## config.mk

```make
export PLATFORM = sky130hd
export DESIGN_NAME = velocity_key_matrix_tracker_top
export DESIGN_NICKNAME = d
export VERILOG_FILES = /design/src/vkmt_pkg.sv /design/src/vkmt_key_store.sv /design/src/vkmt_vel_div.sv /design/src/velocity_key_matrix_tracker_top.sv
export SDC_FILE = /design/constraint.sdc
export NUM_CORES = 2
export LEC_CHECK = 0
export BUFFER_PORTS_ARGS = -buffer_cell sky130_fd_sc_hd__buf_2
export CELL_PAD_IN_SITES_DETAIL_PLACEMENT = 1
export CELL_PAD_IN_SITES_GLOBAL_PLACEMENT = 1
export CORE_MARGIN = 10
export CORE_UTILIZATION = 35
export CTS_BUF_LIST = sky130_fd_sc_hd__clkbuf_4 sky130_fd_sc_hd__clkbuf_8
export DETAILED_ROUTE_END_ITERATION = 10
export PLACE_DENSITY_LB_ADDON = 0.1
export SYNTH_ARGS = -nofsm -noshare
export SYNTH_HDL_FRONTEND = slang
export SYNTH_HIERARCHICAL = 1
export SYNTH_SLANG_ARGS = --single-unit
export TNS_END_PERCENT = 50
```

## constraint.sdc

```tcl
create_clock -name clk_i -period 8.1 [get_ports clk_i]
set_clock_uncertainty 0.05 [all_clocks]
set_input_delay 0.405 -clock clk_i [delete_from_list [all_inputs] [get_ports clk_i]]
set_output_delay 0.405 -clock clk_i [all_outputs]
set_load 0.05 [all_outputs]
```

## src/vkmt_pkg.sv

```systemverilog
// Package for the velocity key matrix tracker.
// Holds phase and FSM types, register indexes, defaults and the pitch table.
// Used by vkmt_key_store and velocity_key_matrix_tracker_top.
package vkmt_pkg;

  localparam int unsigned NUM_ROWS        = 12;
  localparam int unsigned DEF_NUM_COLUMNS = 8;
  localparam int unsigned DEF_TIME_WIDTH  = 32;
  localparam int unsigned SEMITONES       = 12;

  localparam logic [15:0] VEL_DIVISOR_RST  = 16'd100;
  localparam logic [6:0]  MAX_VELOCITY_RST = 7'd127;
  localparam logic [6:0]  NOTE_MAX         = 7'd127;

  typedef logic [0:0] cfg_idx_t;
  localparam cfg_idx_t REG_VEL_DIVISOR  = 1'b0;
  localparam cfg_idx_t REG_MAX_VELOCITY = 1'b1;

  localparam logic EV_NOTE_ON  = 1'b0;
  localparam logic EV_NOTE_OFF = 1'b1;

  typedef enum logic [1:0] {
    PH_IDLE,
    PH_FLOATING,
    PH_PRESSED,
    PH_RELEASED
  } phase_e;

  typedef enum logic [2:0] {
    ST_IDLE,
    ST_READ,
    ST_EVAL,
    ST_DIV,
    ST_PUSH
  } state_e;

  typedef struct packed {
    logic   rd_en;
    logic   phase_we;
    logic   time_we;
    phase_e phase;
  } ks_ctrl_t;

  function automatic logic [6:0] pitch_base(input logic [3:0] row);
    logic [6:0] base;
    case (row)
      4'd0:    base = 7'd36;
      4'd1:    base = 7'd25;
      4'd2:    base = 7'd26;
      4'd3:    base = 7'd27;
      4'd4:    base = 7'd28;
      4'd5:    base = 7'd29;
      4'd6:    base = 7'd30;
      4'd7:    base = 7'd31;
      4'd8:    base = 7'd32;
      4'd9:    base = 7'd33;
      4'd10:   base = 7'd34;
      4'd11:   base = 7'd35;
      default: base = 7'd0;
    endcase
    return base;
  endfunction

endpackage

```

## src/vkmt_key_store.sv

```systemverilog
// Per-key state store: phase memory with reset valid bits, float start time memory.
// Both memories read synchronously; read data is registered and valid in the cycle after rd_en. Depends on vkmt_pkg.
module vkmt_key_store #(
  parameter int unsigned DEPTH = 96,
  parameter int unsigned AW    = 7,
  parameter int unsigned TW    = 32
) (
  input  logic                clk_i,
  input  logic                rst_ni,
  input  vkmt_pkg::ks_ctrl_t  ctrl_i,
  input  logic [AW-1:0]       addr_i,
  input  logic [TW-1:0]       wr_time_i,
  output vkmt_pkg::phase_e    rd_phase_o,
  output logic [TW-1:0]       rd_time_o
);
  import vkmt_pkg::*;

  phase_e        phase_mem [DEPTH];
  logic [TW-1:0] time_mem  [DEPTH];
  logic [DEPTH-1:0] valid_q;

  phase_e        phase_rd_q;
  logic          valid_rd_q;
  logic [TW-1:0] time_rd_q;

  always_ff @(posedge clk_i or negedge rst_ni) begin
    if (!rst_ni) begin
      valid_q <= '0;
    end else if (ctrl_i.phase_we) begin
      valid_q[addr_i] <= 1'b1;
    end
  end

  always_ff @(posedge clk_i) begin
    if (ctrl_i.phase_we) begin
      phase_mem[addr_i] <= ctrl_i.phase;
    end
    if (ctrl_i.time_we) begin
      time_mem[addr_i] <= wr_time_i;
    end
    if (ctrl_i.rd_en) begin
      phase_rd_q <= phase_mem[addr_i];
      valid_rd_q <= valid_q[addr_i];
      time_rd_q  <= time_mem[addr_i];
    end
  end

  assign rd_phase_o = valid_rd_q ? phase_rd_q : PH_IDLE;
  assign rd_time_o  = time_rd_q;

endmodule

```

## src/vkmt_vel_div.sv

```systemverilog
// Serial restoring divider: TW-bit elapsed time by 16-bit divisor, one bit per cycle.
// A zero divisor is taken as one. Standalone, no package use.
module vkmt_vel_div #(
  parameter int unsigned TW = 32
) (
  input  logic          clk_i,
  input  logic          rst_ni,
  input  logic          start_i,
  input  logic [TW-1:0] dividend_i,
  input  logic [15:0]   divisor_i,
  output logic          done_o,
  output logic [TW-1:0] quotient_o
);
  localparam int unsigned CNT_W = $clog2(TW + 1);

  logic [TW-1:0]    dvd_q;
  logic [15:0]      rem_q;
  logic [15:0]      dsr_q;
  logic [CNT_W-1:0] cnt_q;
  logic             busy_q;
  logic             done_q;

  logic [16:0] shifted;
  logic [16:0] diff;
  logic        ge;

  assign shifted = {rem_q, dvd_q[TW-1]};
  assign diff    = shifted - {1'b0, dsr_q};
  assign ge      = shifted >= {1'b0, dsr_q};

  always_ff @(posedge clk_i or negedge rst_ni) begin
    if (!rst_ni) begin
      busy_q <= 1'b0;
      done_q <= 1'b0;
      cnt_q  <= '0;
    end else begin
      done_q <= 1'b0;
      if (start_i) begin
        busy_q <= 1'b1;
        cnt_q  <= CNT_W'(TW);
      end else if (busy_q) begin
        cnt_q <= cnt_q - 1'b1;
        if (cnt_q == CNT_W'(1)) begin
          busy_q <= 1'b0;
          done_q <= 1'b1;
        end
      end
    end
  end

  always_ff @(posedge clk_i) begin
    if (start_i) begin
      dvd_q <= dividend_i;
      rem_q <= '0;
      dsr_q <= (divisor_i == 16'd0) ? 16'd1 : divisor_i;
    end else if (busy_q) begin
      dvd_q <= {dvd_q[TW-2:0], ge};
      rem_q <= ge ? diff[15:0] : shifted[15:0];
    end
  end

  assign done_o     = done_q;
  assign quotient_o = dvd_q;

endmodule

```

## src/velocity_key_matrix_tracker_top.sv

```systemverilog
// Velocity key matrix tracker, top level: APB registers, control FSM, output register.
// Instantiates vkmt_key_store and vkmt_vel_div; depends on vkmt_pkg.
//
//   channel | handshake                 | payload
//   in      | in_valid_i / in_ready_o   | key_column_i, key_row_i, contact_closed_i, time_us_i
//   out     | out_valid_o / out_ready_i | event_kind_o, note_number_o, velocity_o
//   cfg     | psel, penable, pwrite     | paddr, pwdata, prdata (pready tied high)
//
// A sample passes the accept, memory read and update states; a note-off adds a push state;
// a note-on adds the bit-serial divider and then the push state. An out-of-range sample is
// dropped in its accept cycle.
// One sample is in work at a time; the next is taken once the previous result sits in
// the output register, which holds while out_ready_i is low.
// Reset marks every key idle through per-key valid bits; no clearing pass is needed.
module velocity_key_matrix_tracker_top #(
  parameter int unsigned NUM_COLUMNS = vkmt_pkg::DEF_NUM_COLUMNS,
  parameter int unsigned TIME_WIDTH  = vkmt_pkg::DEF_TIME_WIDTH
) (
  input  logic        clk_i,
  input  logic        rst_ni,
  input  logic        psel,
  input  logic        penable,
  input  logic        pwrite,
  input  logic [2:0]  paddr,
  input  logic [31:0] pwdata,
  output logic [31:0] prdata,
  output logic        pready,
  input  logic        in_valid_i,
  output logic        in_ready_o,
  input  logic [2:0]  key_column_i,
  input  logic [3:0]  key_row_i,
  input  logic        contact_closed_i,
  input  logic [31:0] time_us_i,
  output logic        out_valid_o,
  input  logic        out_ready_i,
  output logic        event_kind_o,
  output logic [6:0]  note_number_o,
  output logic [6:0]  velocity_o
);
  import vkmt_pkg::*;

  localparam int unsigned NUM_KEYS = NUM_COLUMNS * NUM_ROWS;
  localparam int unsigned KEY_AW   = $clog2(NUM_KEYS);
  localparam int unsigned TW       = TIME_WIDTH;

  // configuration registers
  logic [15:0] vel_div_q;
  logic [6:0]  max_vel_q;
  logic        cfg_we;
  cfg_idx_t    cfg_idx;

  assign pready  = 1'b1;
  assign cfg_we  = psel && penable && pwrite;
  assign cfg_idx = paddr[2];

  always_ff @(posedge clk_i or negedge rst_ni) begin
    if (!rst_ni) begin
      vel_div_q <= VEL_DIVISOR_RST;
      max_vel_q <= MAX_VELOCITY_RST;
    end else if (cfg_we) begin
      if (cfg_idx == REG_VEL_DIVISOR) begin
        vel_div_q <= pwdata[15:0];
      end else begin
        max_vel_q <= pwdata[6:0];
      end
    end
  end

  assign prdata = (cfg_idx == REG_VEL_DIVISOR) ? {16'd0, vel_div_q} : {25'd0, max_vel_q};

  // sample capture
  state_e state_q, state_d;

  logic [2:0]    col_q;
  logic [3:0]    row_q;
  logic          closed_q;
  logic [TW-1:0] now_q;
  logic [63:0]   time_ext;
  logic          in_range;
  logic          accept;
  logic [7:0]    key_idx_full;
  logic [KEY_AW-1:0] key_idx;

  assign time_ext = {32'd0, time_us_i};
  assign in_range = (32'(key_column_i) < NUM_COLUMNS) && (32'(key_row_i) < NUM_ROWS);
  assign accept   = in_valid_i && in_ready_o;

  always_ff @(posedge clk_i) begin
    if (accept) begin
      col_q    <= key_column_i;
      row_q    <= key_row_i;
      closed_q <= contact_closed_i;
      now_q    <= time_ext[TW-1:0];
    end
  end

  assign key_idx_full = 8'(col_q) * 8'(SEMITONES) + 8'(row_q);
  assign key_idx      = key_idx_full[KEY_AW-1:0];

  // key store and divider
  ks_ctrl_t      ks_ctrl;
  phase_e        rd_phase;
  logic [TW-1:0] rd_time;
  logic [TW-1:0] elapsed;
  logic          div_start;
  logic          div_done;
  logic [TW-1:0] quotient;

  vkmt_key_store #(
    .DEPTH (NUM_KEYS),
    .AW    (KEY_AW),
    .TW    (TW)
  ) u_store (
    .clk_i      (clk_i),
    .rst_ni     (rst_ni),
    .ctrl_i     (ks_ctrl),
    .addr_i     (key_idx),
    .wr_time_i  (now_q),
    .rd_phase_o (rd_phase),
    .rd_time_o  (rd_time)
  );

  assign elapsed = now_q - rd_time;

  vkmt_vel_div #(
    .TW (TW)
  ) u_div (
    .clk_i      (clk_i),
    .rst_ni     (rst_ni),
    .start_i    (div_start),
    .dividend_i (elapsed),
    .divisor_i  (vel_div_q),
    .done_o     (div_done),
    .quotient_o (quotient)
  );

  // phase decode
  logic go_float, go_press, go_release, go_rest;

  assign go_float   = (rd_phase == PH_IDLE)     && !closed_q;
  assign go_press   = (rd_phase == PH_FLOATING) &&  closed_q;
  assign go_release = (rd_phase == PH_PRESSED)  && !closed_q;
  assign go_rest    = (rd_phase == PH_RELEASED) && !closed_q;

  // velocity from quotient
  logic       q_sat;
  logic [6:0] vel_calc;

  assign q_sat    = (|quotient[TW-1:7]) || (quotient[6:0] >= max_vel_q);
  assign vel_calc = q_sat ? 7'd1 : (max_vel_q - quotient[6:0]);

  // note number
  logic [7:0] note_sum;
  logic [6:0] note;

  assign note_sum = 8'(pitch_base(row_q)) + 8'(col_q) * 8'(SEMITONES);
  assign note     = (note_sum > 8'(NOTE_MAX)) ? NOTE_MAX : note_sum[6:0];

  // FSM next state
  always_comb begin
    state_d = state_q;
    case (state_q)
      ST_IDLE: begin
        if (accept && in_range) state_d = ST_READ;
      end
      ST_READ: state_d = ST_EVAL;
      ST_EVAL: begin
        if (go_press) begin
          state_d = ST_DIV;
        end else if (go_release) begin
          state_d = ST_PUSH;
        end else begin
          state_d = ST_IDLE;
        end
      end
      ST_DIV: begin
        if (div_done) state_d = ST_PUSH;
      end
      ST_PUSH: begin
        if (!out_valid_o || out_ready_i) state_d = ST_IDLE;
      end
      default: state_d = ST_IDLE;
    endcase
  end

  // FSM outputs
  logic       res_load;
  logic       res_kind_d;
  logic [6:0] res_vel_d;
  logic       out_load;

  always_comb begin
    in_ready_o     = 1'b0;
    ks_ctrl        = '{rd_en: 1'b0, phase_we: 1'b0, time_we: 1'b0, phase: PH_IDLE};
    div_start      = 1'b0;
    res_load       = 1'b0;
    res_kind_d     = EV_NOTE_ON;
    res_vel_d      = 7'd0;
    out_load       = 1'b0;
    case (state_q)
      ST_IDLE: in_ready_o = 1'b1;
      ST_READ: ks_ctrl.rd_en = 1'b1;
      ST_EVAL: begin
        if (go_float) begin
          ks_ctrl.phase_we = 1'b1;
          ks_ctrl.time_we  = 1'b1;
          ks_ctrl.phase    = PH_FLOATING;
        end else if (go_press) begin
          ks_ctrl.phase_we = 1'b1;
          ks_ctrl.phase    = PH_PRESSED;
          div_start        = 1'b1;
        end else if (go_release) begin
          ks_ctrl.phase_we = 1'b1;
          ks_ctrl.phase    = PH_RELEASED;
          res_load         = 1'b1;
          res_kind_d       = EV_NOTE_OFF;
        end else if (go_rest) begin
          ks_ctrl.phase_we = 1'b1;
          ks_ctrl.phase    = PH_IDLE;
        end
      end
      ST_DIV: begin
        if (div_done) begin
          res_load   = 1'b1;
          res_kind_d = EV_NOTE_ON;
          res_vel_d  = vel_calc;
        end
      end
      ST_PUSH: out_load = !out_valid_o || out_ready_i;
      default: in_ready_o = 1'b0;
    endcase
  end

  always_ff @(posedge clk_i or negedge rst_ni) begin
    if (!rst_ni) begin
      state_q <= ST_IDLE;
    end else begin
      state_q <= state_d;
    end
  end

  // pending result and output register
  logic       res_kind_q;
  logic [6:0] res_vel_q;
  logic       out_valid_q;
  logic       out_kind_q;
  logic [6:0] out_note_q;
  logic [6:0] out_vel_q;

  always_ff @(posedge clk_i) begin
    if (res_load) begin
      res_kind_q <= res_kind_d;
      res_vel_q  <= res_vel_d;
    end
    if (out_load) begin
      out_kind_q <= res_kind_q;
      out_note_q <= note;
      out_vel_q  <= res_vel_q;
    end
  end

  always_ff @(posedge clk_i or negedge rst_ni) begin
    if (!rst_ni) begin
      out_valid_q <= 1'b0;
    end else if (out_load) begin
      out_valid_q <= 1'b1;
    end else if (out_ready_i) begin
      out_valid_q <= 1'b0;
    end
  end

  assign out_valid_o   = out_valid_q;
  assign event_kind_o  = out_kind_q;
  assign note_number_o = out_note_q;
  assign velocity_o    = out_vel_q;

endmodule
```

==> report_table.html <==
<table>
<tr><th>Metric</th><th>Value</th></tr>
<tr><th colspan="2">Pwr</th></tr>
<tr><td>Peak supply drop</td><td>roughly 310 uV</td></tr>
<tr><td>Lkg Pwr</td><td>between 0.05 and 0.06 uW</td></tr>
<tr><td>Total power density per cell area</td><td>359 nW/um^2</td></tr>
<tr><th colspan="2">STA</th></tr>
<tr><td>Worst hold slack after final layout</td><td>198 ps</td></tr>
<tr><td>Clock period minus worst slack</td><td>about 5500 ps</td></tr>
<tr><td>Final-report setup violation count</td><td>0</td></tr>
<tr><td>Total Neg Setup Slack</td><td>0 ps</td></tr>
<tr><td>Actual slew at the worst max-slew pin</td><td>1330 ps</td></tr>
<tr><td>Final hold viol count</td><td>0</td></tr>
<tr><td>Final Max Slew Viols</td><td>0</td></tr>
<tr><td>Worst Setup Slack, final</td><td>about 2600 ps</td></tr>
<tr><td>Slew HR</td><td>0.115</td></tr>
<tr><td>FMAX</td><td>182 MHz</td></tr>
<tr><td>Unrepaired setup endpoints after global routing</td><td>no</td></tr>
<tr><td>Share of the clock period used by the worst path after layout</td><td>0.677</td></tr>
<tr><th colspan="2">Detailed routing</th></tr>
<tr><td>Final antenna-violating net count</td><td>0</td></tr>
<tr><td>Drt first pass iters</td><td>6</td></tr>
<tr><td>Number of DRC violations after detailed-routing iteration 0</td><td>7345</td></tr>
<tr><td>Number of vias in the routed layout</td><td>77693</td></tr>
<tr><td>Number of remaining DRC errors</td><td>0</td></tr>
<tr><td>Sum of routed wire length over all layers</td><td>466000 microns</td></tr>
<tr><td>Final routed wire length divided by cell count</td><td>between 30 and 40 microns</td></tr>
<tr><td>Vias per Instance</td><td>5.54</td></tr>
<tr><th colspan="2">Floorplanning</th></tr>
<tr><td>DIE HEIGHT</td><td>653 microns</td></tr>
<tr><td>Initial core utilization</td><td>0.352</td></tr>
<tr><td>Area of the die</td><td>427000 sq um</td></tr>
<tr><td>Core area</td><td>399000 sq um</td></tr>
<tr><td>Overall die width</td><td>approximately 650 microns</td></tr>
<tr><td>Boundary Pins</td><td>132</td></tr>
<tr><td>Site Rows</td><td>232</td></tr>
<tr><th colspan="2">GRT</th></tr>
<tr><td>Number of antenna violations at the first check in global routing</td><td>37</td></tr>
<tr><td>Vias in the first global route</td><td>81393</td></tr>
<tr><td>Sum of overflow across all layers after global routing</td><td>0</td></tr>
<tr><td>Pin count of the biggest net entering global routing</td><td>a little under 100</td></tr>
<tr><td>First-pass GRT wire length</td><td>~650000 microns</td></tr>
<tr><td>Overall fraction of global-route tracks in use</td><td>0.212</td></tr>
<tr><th colspan="2">Clock tree</th></tr>
<tr><td>Post-CTS sizing</td><td>0</td></tr>
<tr><td>Max clock buf depth</td><td>4</td></tr>
<tr><td>CTS HTree Levels</td><td>6</td></tr>
<tr><td>TritonCTS clock tree</td><td>built</td></tr>
<tr><td>Root buffer cell</td><td>sky130_fd_sc_hd__clkbuf_8</td></tr>
<tr><td>Post CTS Setup Buffer Count</td><td>0</td></tr>
<tr><td>Clock sink count</td><td>3562</td></tr>
<tr><td>Clock transition at the register clock pins on the worst setup and hold paths after CTS</td><td>around 70 ps</td></tr>
<tr><td>Skew-Pair Late Insertion Delay</td><td>1250 ps</td></tr>
<tr><td>Cts bufs inserted</td><td>around 630</td></tr>
<tr><th colspan="2">Worst setup path</th></tr>
<tr><td>Critical path type</td><td>register to register</td></tr>
<tr><td>Most numerous cell on the critical path</td><td>sky130_fd_sc_hd__buf_4</td></tr>
<tr><td>Dominant delay contributor by cell family on the critical path</td><td>simple AND/OR/NAND/NOR gates</td></tr>
<tr><td>Worst Setup End Kind</td><td>register</td></tr>
<tr><td>Worst path bufs/invs</td><td>4</td></tr>
<tr><td>Required time at the endpoint of the critical path</td><td>a little under 9000 ps</td></tr>
<tr><td>Type of origin of the critical path</td><td>register</td></tr>
<tr><td>Endpoint arrival time on the critical path</td><td>6310 ps</td></tr>
<tr><td>Worst-path cell chain</td><td>ha_1, fa_1, xor2_1, nand3_1, xor2_4, buf_4, nor2_4, buf_4, nand2_1, buf_4, nor2_4, buf_4</td></tr>
<tr><td>Slowest Stage Delay on Critical Path</td><td>~760 ps</td></tr>
<tr><td>Slowest stage cell on the critical path</td><td>sky130_fd_sc_hd__nor2_4</td></tr>
<tr><td>Max FO, Critical Path</td><td>34</td></tr>
<tr><th colspan="2">Synthesis</th></tr>
<tr><td>Share of the synthesized area in the top cell type</td><td>0.729</td></tr>
<tr><td>Yosys synthesis warning count</td><td>6</td></tr>
<tr><td>Mapped cell area</td><td>roughly 140000 sq um</td></tr>
<tr><td>Count of different cell masters after synthesis</td><td>95</td></tr>
<tr><td>Number of instances in the synthesized netlist</td><td>7572</td></tr>
<tr><td>Most common flop cell mapped by yosys</td><td>sky130_fd_sc_hd__edfxtp_1</td></tr>
<tr><td>Largest cells by area after synthesis</td><td>sky130_fd_sc_hd__edfxtp_1 (73%), sky130_fd_sc_hd__mux4_2 (6.4%), sky130_fd_sc_hd__mux2i_1 (3.9%), sky130_fd_sc_hd__dfrtp_1 (2.2%), sky130_fd_sc_hd__a22oi_1 (1.4%)</td></tr>
<tr><td>Share of async-settable or async-resettable flops after synthesis</td><td>0.0368</td></tr>
<tr><td>Largest area contributor in the synthesized netlist</td><td>sky130_fd_sc_hd__edfxtp_1</td></tr>
<tr><td>Synthesized area divided by synthesized cell count</td><td>approximately 19 sq um</td></tr>
<tr><td>Part of the Yosys area used for sequential elements</td><td>0.756</td></tr>
<tr><td>List of most frequent post-synthesis cells</td><td>sky130_fd_sc_hd__edfxtp_1 (3410), sky130_fd_sc_hd__mux2i_1 (548), sky130_fd_sc_hd__mux4_2 (400)</td></tr>
<tr><td>Synthesis-stage register bit count</td><td>3562</td></tr>
<tr><td>Number of enable flip-flop cells after synthesis</td><td>3410</td></tr>
<tr><td>Most used standard cell by instance count after synthesis</td><td>sky130_fd_sc_hd__edfxtp_1</td></tr>
<tr><th colspan="2">Finish</th></tr>
<tr><td>Post-layout net count</td><td>8399</td></tr>
<tr><td>Layout cells sized above 1</td><td>0.253</td></tr>
<tr><td>Layout Utilization</td><td>0.406</td></tr>
<tr><td>Area overhead of the layout relative to synthesis</td><td>15.3%</td></tr>
<tr><td>Post-route insts no fill</td><td>14025</td></tr>
<tr><th colspan="2">Run status</th></tr>
<tr><td>Outcome</td><td>completed</td></tr>
<tr><th colspan="2">Placement</th></tr>
<tr><td>DP Cell Count</td><td>12755</td></tr>
<tr><td>Detailed-placement wirelength estimate</td><td>276000 microns</td></tr>
<tr><td>Number of buffers inserted by port buffering</td><td>96</td></tr>
<tr><td>Gpl congestion</td><td>0.808</td></tr>
<tr><td>Setup slack at placement</td><td>~2600 ps</td></tr>
<tr><th colspan="2">Flow run</th></tr>
<tr><td>Reported max-cap violation count</td><td>0</td></tr>
<tr><th colspan="2">Min path</th></tr>
<tr><td>Path type of the worst min-delay path</td><td>input pin to register</td></tr>
</table>
[layout by cell type, fill, tap and decap left out, types with 41 or more instances in the layout]
master                             n
sky130_fd_sc_hd__clkinv_2         43
sky130_fd_sc_hd__mux2_2          154
sky130_fd_sc_hd__a221oi_1        155
sky130_fd_sc_hd__or2_2           103
sky130_fd_sc_hd__a22o_1           92
sky130_fd_sc_hd__inv_1            78
sky130_fd_sc_hd__dlygate4sd3_1   123
sky130_fd_sc_hd__a21oi_1         186
sky130_fd_sc_hd__o22ai_1          41
sky130_fd_sc_hd__dfrtp_1         121
sky130_fd_sc_hd__mux2i_1         548
sky130_fd_sc_hd__o21ai_0         150
sky130_fd_sc_hd__nand2_1         193
sky130_fd_sc_hd__ha_1             65
sky130_fd_sc_hd__a22oi_1         260
sky130_fd_sc_hd__a221o_1          57
sky130_fd_sc_hd__clkbuf_4        225
sky130_fd_sc_hd__edfxtp_1       3410
sky130_fd_sc_hd__buf_4           278
sky130_fd_sc_hd__nor2_4          106
sky130_fd_sc_hd__clkinv_1        138
sky130_fd_sc_hd__clkbuf_8        651
sky130_fd_sc_hd__nand4_1          83
sky130_fd_sc_hd__mux4_2          400
sky130_fd_sc_hd__nor2_1          217
sky130_fd_sc_hd__nand3_1         113
sky130_fd_sc_hd__buf_2            95
[cells by family (layout without fill, tap and decap cells)]
group,after synthesis,in the layout,synth area share
compound gates,1232,1232,0.0650
xor+xnor,43,43,0.00268
fa+ha+maj,72,72,0.00674
buf+inv,578,1722,0.0211
flops,3562,3562,0.756
mux,1102,1102,0.116
other cells,2,46,0.0000535
simple gates,981,981,0.0334
[power by group]
group	switching [uW]	internal (uW)	total [uW]
logic	13800	5580	19400
clock network	7620	8780	16400
registers	423	21900	22300
total	21800	36300	58100
[flip-flops by register name, indices dropped and copies added (netlist names), 2 cells and up, named ones only]
register / flops
now_q: 32
vel_div_q: 16
u_store/rd_time_o: 32
velocity_o: 7
u_div/rem_q: 16
u_store/phase_mem: 192
u_store/time_mem: 3072
row_q: 4
res_vel_q: 7
u_div/dsr_q: 16
u_store/valid_q: 96
u_div/quotient_o: 32
col_q: 3
state_q: 3
u_store/phase_rd_q: 2
note_number_o: 7
u_div/cnt_q: 6
max_vel_q: 7
note_sum: 2
[cell type report]
| type | count | area, sq um |
|---|---|---|
| inverter | 84 | 323 |
| fill | 38623 | 237000 |
| clock inverter | 241 | 1540 |
| tap | 5265 | 6590 |
| sequential | 3562 | 106000 |
| multi-input combinational | 3447 | 32400 |
| antenna | 29 | 72.6 |
| timing repair buffer | 521 | 4290 |
| clock buffer | 876 | 10600 |
[worst min-delay path: cells and delay by family]
family          cells  cell delay, ps
simple gates        2             130
compound gates      2             210
buf+inv             2             710
[timing repair]
action                                  CTS  global route
hold buffers                            124             0
endpoints found under the hold margin   190             0
endpoints found under the setup margin    0             0
[worst paths after layout]
check                             start                       to  slack [ps]  cells after the start
setup / recovery               col_q[0]  u_store/time_mem[9][24]        2620                     12
hold / removal               in_valid_i               state_q[0]         200                      6
setup reg to reg               col_q[0]  u_store/time_mem[9][24]        2620                     12
hold reg to reg            res_vel_q[2]            velocity_o[2]         380                      0
max in group asynchronous        rst_ni      u_store/valid_q[70]        6880                      4
min in group asynchronous        rst_ni             max_vel_q[6]         280                      3
[metal layers]
layer / up-vias / global-route usage / routed length [microns]
li1: 32343 / - / -
met1: 42266 / 0.296 / 206000
met2: 2423 / 0.344 / 221000
met3: 657 / 0.0311 / 25200
met4: 4 / 0.0612 / 13600
met5: - / 0 / 27
[stage by stage]
stage	cell area [sq um]	total power, uW
floorplan	140000	32800
global placement	148000	41800
detailed placement	148000	42100
CTS	162000	58700
global route	162000	60300
finish	162000	58100
Power figures use the tool's default switching activity.
